### src/hw/rtl/psd_pkg.sv
// shared widths and the item bus carried down the root pipeline
// used by psd_front, psd_root_step and point_segment_distance_core
package psd_pkg;

    localparam int unsigned CoordW = 16;
    localparam int unsigned DiffW  = CoordW + 1;
    localparam int unsigned SqW    = 2 * DiffW;
    localparam int unsigned Len2W  = SqW - 1;
    localparam int unsigned DotW   = SqW + 1;
    localparam int unsigned CrAbsW = SqW;
    localparam int unsigned RemW   = 70;
    localparam int unsigned DistW  = 17;
    localparam int unsigned YW     = DistW + Len2W + 1;
    localparam int unsigned RootSteps = DistW;
    localparam int unsigned FrontStages = 5;
    localparam int unsigned Latency = FrontStages + RootSteps;

    typedef struct packed {
        logic              valid;
        logic [RemW-1:0]   rem;
        logic [YW-1:0]     y;
        logic [Len2W-1:0]  c;
        logic [DistW-1:0]  q;
    } t_root_bus;

endpackage

### src/hw/rtl/psd_root_step.sv
// one bit of q = largest value with q*q*c <= rem, one register stage
// keeps y = q*c so the trial term needs shifts only; uses psd_pkg
module psd_root_step #(
    parameter int unsigned Bit = 0
) (
    input  logic               i_clk,
    input  logic               i_rst_n,
    input  psd_pkg::t_root_bus i_bus,
    output psd_pkg::t_root_bus o_bus
);
    import psd_pkg::*;

    t_root_bus        r_bus;
    logic [RemW-1:0]  n_trial;
    logic             n_take;

    always_comb begin
        n_trial = (RemW'(i_bus.y) << (Bit + 1)) + (RemW'(i_bus.c) << (2 * Bit));
        n_take  = (i_bus.rem >= n_trial);
    end

    always_ff @(posedge i_clk) begin
        if (!i_rst_n) begin
            r_bus.valid <= 1'b0;
        end else begin
            r_bus.valid <= i_bus.valid;
        end
        r_bus.c <= i_bus.c;
        if (n_take) begin
            r_bus.rem    <= i_bus.rem - n_trial;
            r_bus.y      <= i_bus.y + (YW'(i_bus.c) << Bit);
            r_bus.q      <= i_bus.q | (DistW'(1) << Bit);
        end else begin
            r_bus.rem    <= i_bus.rem;
            r_bus.y      <= i_bus.y;
            r_bus.q      <= i_bus.q;
        end
    end

    assign o_bus = r_bus;

endmodule

### config.mk
export PLATFORM = sky130hd
export DESIGN_NAME = psd_root_step
export DESIGN_NICKNAME = d
export VERILOG_FILES = /design/src/hw/rtl/psd_pkg.sv /design/src/hw/rtl/psd_root_step.sv
export SDC_FILE = /design/constraint.sdc
export NUM_CORES = 1
export LEC_CHECK = 0
export BUFFER_PORTS_ARGS = -buffer_cell sky130_fd_sc_hd__clkbuf_2
export CORE_ASPECT_RATIO = 2
export CORE_MARGIN = 8
export CORE_UTILIZATION = 48
export DETAILED_ROUTE_END_ITERATION = 7
export PLACE_DENSITY_LB_ADDON = 0.15
export REMOVE_ABC_BUFFERS = 1
export SYNTH_ARGS = -nofsm -noshare
export SYNTH_HDL_FRONTEND = slang
export SYNTH_SLANG_ARGS = --single-unit
### constraint.sdc
create_clock -name i_clk -period 4.7 [get_ports i_clk]
set_input_delay 0 -clock i_clk [delete_from_list [all_inputs] [get_ports i_clk]]
set_output_delay 0 -clock i_clk [all_outputs]
set_load 0.05 [all_outputs]
==> impl_metrics.py, run 1 <==
metrics = {
    "clock_network": {
        "cts.htree.levels": 4,
        "cts_root_buffer": "clkbuf_16",
        "cts_max_path_buffers": 2,
        "clk_transition_reported_paths_ns": 0.08,
        "cts_tree": "yes",
        "cts_made_buffers": 17,
        "cts.sinks": 172,
    },
    "sta": {
        "final_period_minus_worst_setup_slack_ns": 4.62,
        "timing.fmax_mhz": 217,
        "timing.final.max_slew_violations": 0,
        "setup-violations-final": 0,
        "final-hold-violation-count": 0,
        "finalCritPeriodShare": 0.982,
        "grt_setup_unrepaired": "true",
        "fin_hold_ws_ns": 0.143,
        "worst_margin_slew_ns": 0.768,
        "finalWorstSetupSlack_ns": 0.0845,
        "worst_rel_slew_slack": 0.483,
    },
    "placement": {
        "dpl_worst_slack_ns": -0.929,
        "dp.final_hpwl_mm": 40.6,
        "placedInstanceArea_sq_um": 16500,
        "number_of_buffers_added_on_ports": 345,
        "globalplace.congestion": 0.958,
    },
    "finish": {
        "design_area_sq_um": 19400,
        "signed_area_change_from_the_synthesized_netlist_to_the_final_layout_pct": 58.8,
        "n_fill_cell": 1771,
        "drive_above_1_share": 0.340,
        "nNetsFinal": 2636,
        "final_util": 0.777,
        "largest_register_ff_count": 172,
    },
    "synthesis": {
        "synth_edf_count": 0,
        "synth_largest_area_cell": "dfxtp_1",
        "post_synth_top_cells": "a21oi_1 (196), dfxtp_1 (172), nand2_1 (143)",
        "synthTopCellsByArea": "dfxtp_1 (28%), ha_1 (12%), a21oi_1 (8.0%), xnor2_1 (6.4%), xor2_1 (5.2%)",
        "async_flop_share": 0,
        "syn-cell-area_sq_um": 12200,
        "postSynth.topFlopCell": "dfxtp_1",
        "yosysSeqAreaShare": 0.281,
        "synth.lib_cells_used.distinct": 79,
        "synth_top_area_share": 0.281,
        "yosysWarningCount": 0,
        "ys_ff_latch": 172,
        "synthesis.instances": 1538,
        "syn_area_per_cell_sq_um": 7.96,
        "most_numerous_cell_in_the_yosys_netlist": "a21oi_1",
    },
    "floorplan": {
        "pin_count": 346,
        "start_util": 0.489,
        "placement_rows": 82,
        "floorplan.die_area_sq_um": 31200,
        "die-height_um": 242,
        "core_region_area_sq_um": 25000,
        "die_width_um": 129,
    },
    "drt": {
        "postRouteAntennaNets": 0,
        "firstDrtPassIters": 6,
        "routed_wirelength_mm": 54.1,
        "detail_route.iter0.violations": 1131,
        "avgRoutedWirePerCell_um": 20.1,
        "vias_per_cell": 5.65,
        "drc": 0,
        "vias": 15228,
    },
    "hold_path": {
        "min_path_type": "in -> reg",
    },
    "setup_path": {
        "critPathRequiredTime_ns": 5.08,
        "arrival_ns": 5.00,
        "timing.setup.critical_path_class": "in -> reg",
        "critical_path.startpoint_type": "primary input",
        "setup.worst_path.end_class": "flop",
        "critPathMaxFanout": 5,
    },
    "grt": {
        "maximum_number_of_pins_on_one_net_before_global_route_repair": 65,
        "number_of_global_route_vias_before_repair": 16148,
        "global_route_wire_length_before_repair_mm": 81.6,
        "antenna_found_initial": 4,
        "grt.overflow.total": 0,
        "grt_use_total": 0.333,
    },
    "pwr": {
        "sequentialPowerShare": 0.257,
        "combinationalPowerShare": 0.546,
        "pwr-share-clk": 0.198,
        "power_density_nw_per_um2": 375,
        "power.static_leakage_nw": 9.24,
        "vdd_ir_drop_max_v": 0.000292,
        "switching_share": 0.462,
        "power_report.internal_total_mw": 3.93,
        "netSwitchingPower_mw": 3.37,
    },
    "run": {
        "timing.max_cap.violations": 0,
    },
    "run_status": {
        "status": "completed",
    },
}
## cells in the final DEF, fill, tap and decap left out, types with 13 or more instances in the layout
master,count
a21oi_1,183
nand4_1,40
nor3_1,31
o21a_1,17
nand2b_1,13
o21ai_0,83
nor2_1,128
inv_1,34
dlygate4sd3_1,173
o21bai_1,19
xnor2_1,86
xor2_1,71
buf_4,325
clkbuf_2,345
dfxtp_1,172
a21o_1,56
a21oi_2,13
and3_1,21
ha_1,112
nand3_1,41
clkbuf_16,19
a31oi_1,15
nand2_1,142
## stage by stage
| step | TNS, ns | cells | total power [mW] |
|---|---|---|---|
| global route | -1.51 | 2694 | 7.62 |
| detailed placement | -79.62 | 2468 | 5.59 |
| CTS | 0 | 2677 | 7.18 |
| global placement | -78.28 | 2468 | 5.55 |
| floorplan | -139.10 | 1470 | 4.27 |
| finish | 0 | 2694 | 7.30 |
## metal layers
metal | share of wire | global-route usage
met1 | 0.32 | 0.287
met2 | 0.54 | 0.643
met3 | 0.051 | 0.0597
met4 | 0.088 | 0.258
met5 | 0 | 0
## area by class of cell
type                    instances  area [sq um]  area share
multi-input cells            1265          8810       0.453
well taps                     336           420      0.0216
repair buffers                851          6050       0.311
inverters                      34           128     0.00656
flip-flops and latches        172          3440       0.177
clock inverters                15           160     0.00824
diodes                          4          10.0    0.000515
clock buffers                  17           425      0.0219
## path summary, 6_finish.rpt
| check | startpoint | slack, ns | depth (start not counted) | endpoint |
|---|---|---|---|---|
| setup / recovery | i_bus[18] | 0.08 | 27 | o_bus[97] |
| hold / removal | i_bus[46] | 0.14 | 4 | o_bus[79] |
## timing repair
action / in CTS / in global routing
hold buffers: 173 / 0
endpoints found under the setup margin: 121 / 120
cloned: 0 / 3
pin swaps: 8 / 16
buffers inserted: 4 / 10
resized for setup: 24 / 57
hold endpoints to repair: 171 / 0
## worst max-delay path: stages
cell and delay (ns):
clkbuf_2 0.10, ha_2 0.17, inv_1 0.05, fa_2 0.36, nor2b_2 0.14, o21bai_1 0.10
a31o_2 0.29, o31ai_4 0.22, a21oi_2 0.10, o31ai_2 0.20, buf_4 0.20, a21oi_4 0.09
nor4_2 0.33, xnor2_1 0.24, ha_1 0.40, nand4_1 0.17, nor3_2 0.20, nand3_1 0.15
nor3_2 0.22, nor4_2 0.06, nor2b_1 0.14, buf_4 0.16, a211oi_4 0.25, buf_6 0.17
buf_12 0.11, nand4_1 0.14, xnor2_1 0.23
## logic make-up after synthesis
| kind of cell | after synthesis | share of synthesized area |
|---|---|---|
| buf+inv | 102 | 0.0355 |
| flops | 172 | 0.281 |
| simple gates | 500 | 0.198 |
| fa+ha+maj | 121 | 0.125 |
| compound gates | 479 | 0.242 |
| xor+xnor | 163 | 0.117 |
| mux | 1 | 0.000920 |
## power by group through the flow
stage               sequential, mW  combinational (mW)  clock [mW]
global placement              1.89                3.66           0
floorplan                     2.93                1.34           0
CTS                           1.87                3.86        1.45
global route                  1.89                4.22        1.51
finish                        1.87                3.98        1.44
detailed placement            1.90                3.70           0
No activity file was read; power rests on OpenSTA's default activity.
==> run 2: changes to the inputs <==
- CELL_PAD_IN_SITES_DETAIL_PLACEMENT: unset -> 1
- CELL_PAD_IN_SITES_GLOBAL_PLACEMENT: unset -> 1
- CORE_UTILIZATION: 48 -> 35
==> impl_metrics.py, run 2 (synthesis results as in run 1) <==
metrics = {
    "hold_path": {
        "worstHoldStart": "i_bus[143]",
        "min_path_type": "in -> reg",
    },
    "setup_path": {
        "setup.worst_path.end_class": "flop",
        "critical_path.startpoint_type": "primary input",
        "critPathRequiredTime_ns": 5.10,
        "worst_path_slowest_cell": "dlygate4sd3_1",
        "worstSetupStartpoint": "i_bus[43]",
        "buffers_plus_inverters_on_the_worst_setup_path": 6,
        "critPathMaxFanout": 12,
        "arrival_ns": 5.02,
        "critical-path-max-stage-delay_ns": 0.53,
        "cp_top_delay_family": "compound AO/OA/AOI/OAI gates",
        "timing.setup.critical_path_class": "in -> reg",
        "path_cells": "dlygate4sd3_1, clkbuf_2, ha_2, a21o_1, a21o_1, a21o_1, a21oi_2, o21ai_1, o41a_1, buf_4, buf_4, nand3_1, xor2_1, ha_1, nand2_1, o21ai_1, a21o_1, or3_1, o21ai_2, and2_4, buf_4, nand2_1, o21ai_0, buf_4",
    },
    "pwr": {
        "power_density_nw_per_um2": 378,
        "power.static_leakage_nw": 9.07,
        "vdd_ir_drop_max_v": 0.000345,
        "power.total_mw": 7.29,
    },
    "drt": {
        "drc": 0,
        "vias": 14749,
        "detail_route.iter0.violations": 525,
        "postRouteAntennaNets": 0,
        "avgRoutedWirePerCell_um": 20.1,
        "vias_per_cell": 5.32,
        "firstDrtPassIters": 5,
        "routed_wirelength_mm": 55.8,
    },
    "finish": {
        "layout.cells.most_common_list": "clkbuf_2 (343), buf_4 (294), a21oi_1 (188)",
        "n_fill_cell": 4303,
        "layoutNonFillerInstCount": 2771,
        "drive_above_1_share": 0.327,
        "largest_register_ff_count": 172,
        "signed_area_change_from_the_synthesized_netlist_to_the_final_layout_pct": 57.4,
        "nNetsFinal": 2605,
        "final_util": 0.555,
        "mostFrequentLayoutCell": "clkbuf_2",
    },
    "run": {
        "timing.max_cap.violations": 0,
    },
    "placement": {
        "dp.final_hpwl_mm": 41.4,
        "number_of_buffers_added_on_ports": 345,
        "globalplace.congestion": 0.893,
        "place.detailed.instances": 2540,
        "dpl_worst_slack_ns": -0.793,
    },
    "clock_network": {
        "cts.sinks": 172,
        "cts_max_path_buffers": 2,
        "clk_transition_reported_paths_ns": 0.07,
        "cts.htree.levels": 4,
        "cts_tree": "yes",
        "cts_root_buffer": "clkbuf_16",
        "cts_made_buffers": 17,
    },
    "floorplan": {
        "placement_rows": 97,
        "core_region_area_sq_um": 34700,
        "pin_count": 346,
        "die_width_um": 148,
        "start_util": 0.353,
        "floorplan.die_area_sq_um": 41600,
        "die-height_um": 281,
    },
    "sta": {
        "finalCritPeriodShare": 0.983,
        "timing.final.max_slew_violations": 0,
        "final_period_minus_worst_setup_slack_ns": 4.62,
        "timing.fmax_mhz": 216,
        "worst_margin_slew_ns": 0.780,
        "final-hold-violation-count": 0,
        "worst_rel_slew_slack": 0.475,
        "grt_setup_unrepaired": "true",
        "finalWorstSetupSlack_ns": 0.0786,
        "setup-violations-final": 0,
        "fin_hold_ws_ns": 0.0225,
    },
    "grt": {
        "groute.layer.met2.usage": 0.462,
        "antenna_found_initial": 1,
        "groute.layer.met3.usage": 0.0472,
        "grt_use_total": 0.259,
        "maximum_number_of_pins_on_one_net_before_global_route_repair": 34,
        "gr-max-usage-layer": "met2",
        "grt.overflow.total": 0,
        "number_of_global_route_vias_before_repair": 16092,
        "global_route_wire_length_before_repair_mm": 85.6,
        "groute.layer.met1.usage": 0.287,
    },
    "run_status": {
        "status": "completed",
    },
}
[run 2: changes by cell type in the layout (fill, tap and decap cells not counted), moves of 3 or more]
cell / delta
o21ai_1: +3
xnor2_2: -3
a21oi_2: -5
ha_2: +3
buf_6: +3
inv_8: +3
a21oi_1: +5
xnor2_1: +3
buf_4: -31
[run 2: through the flow]
stage                     setup TNS, ns  cell area [sq um]
final                                 0              19300
after global routing              -1.46              19300
after CTS                             0              18800
after detailed placement         -85.41              16400
after global placement           -71.74              16400
after floorplan                 -139.10              11900
[run 2: repair_timing]
action,4_1_cts,5_1_grt
endpoints found under the setup margin,122,122
resized for setup,14,70
cloned,0,2
hold buffers,171,0
buffers inserted,8,15
pin swaps,6,44
endpoints found under the hold margin,170,0
[run 2: worst paths after layout]
kind,end,slack (ns),cells after the start
max,o_bus[140],0.08,24
min,o_bus[143],0.02,3
[run 2: report_power, final]
part	internal, mW	total [mW]	switching, mW
registers	1.76	1.85	0.0916
clock network	0.808	1.51	0.700
logic	1.39	3.93	2.54
total	3.96	7.29	3.34
[run 2: area by class of cell]
class	instances	area, sq um	area share
Timing Repair Buffer	820	5800	0.301
Tap cell	445	557	0.0289
Inverter	34	128	0.00662
Clock inverter	14	174	0.00902
Antenna cell	3	7.51	0.000389
Multi-Input combinational cell	1265	8730	0.453
Sequential cell	172	3440	0.179
Clock buffer	18	429	0.0223
[run 2: per-layer routing]
metal	vias up	share of wire
met2	447	0.51
met3	119	0.046
li1	7111	-
met5	-	0
met4	0	0.041
met1	7072	0.40
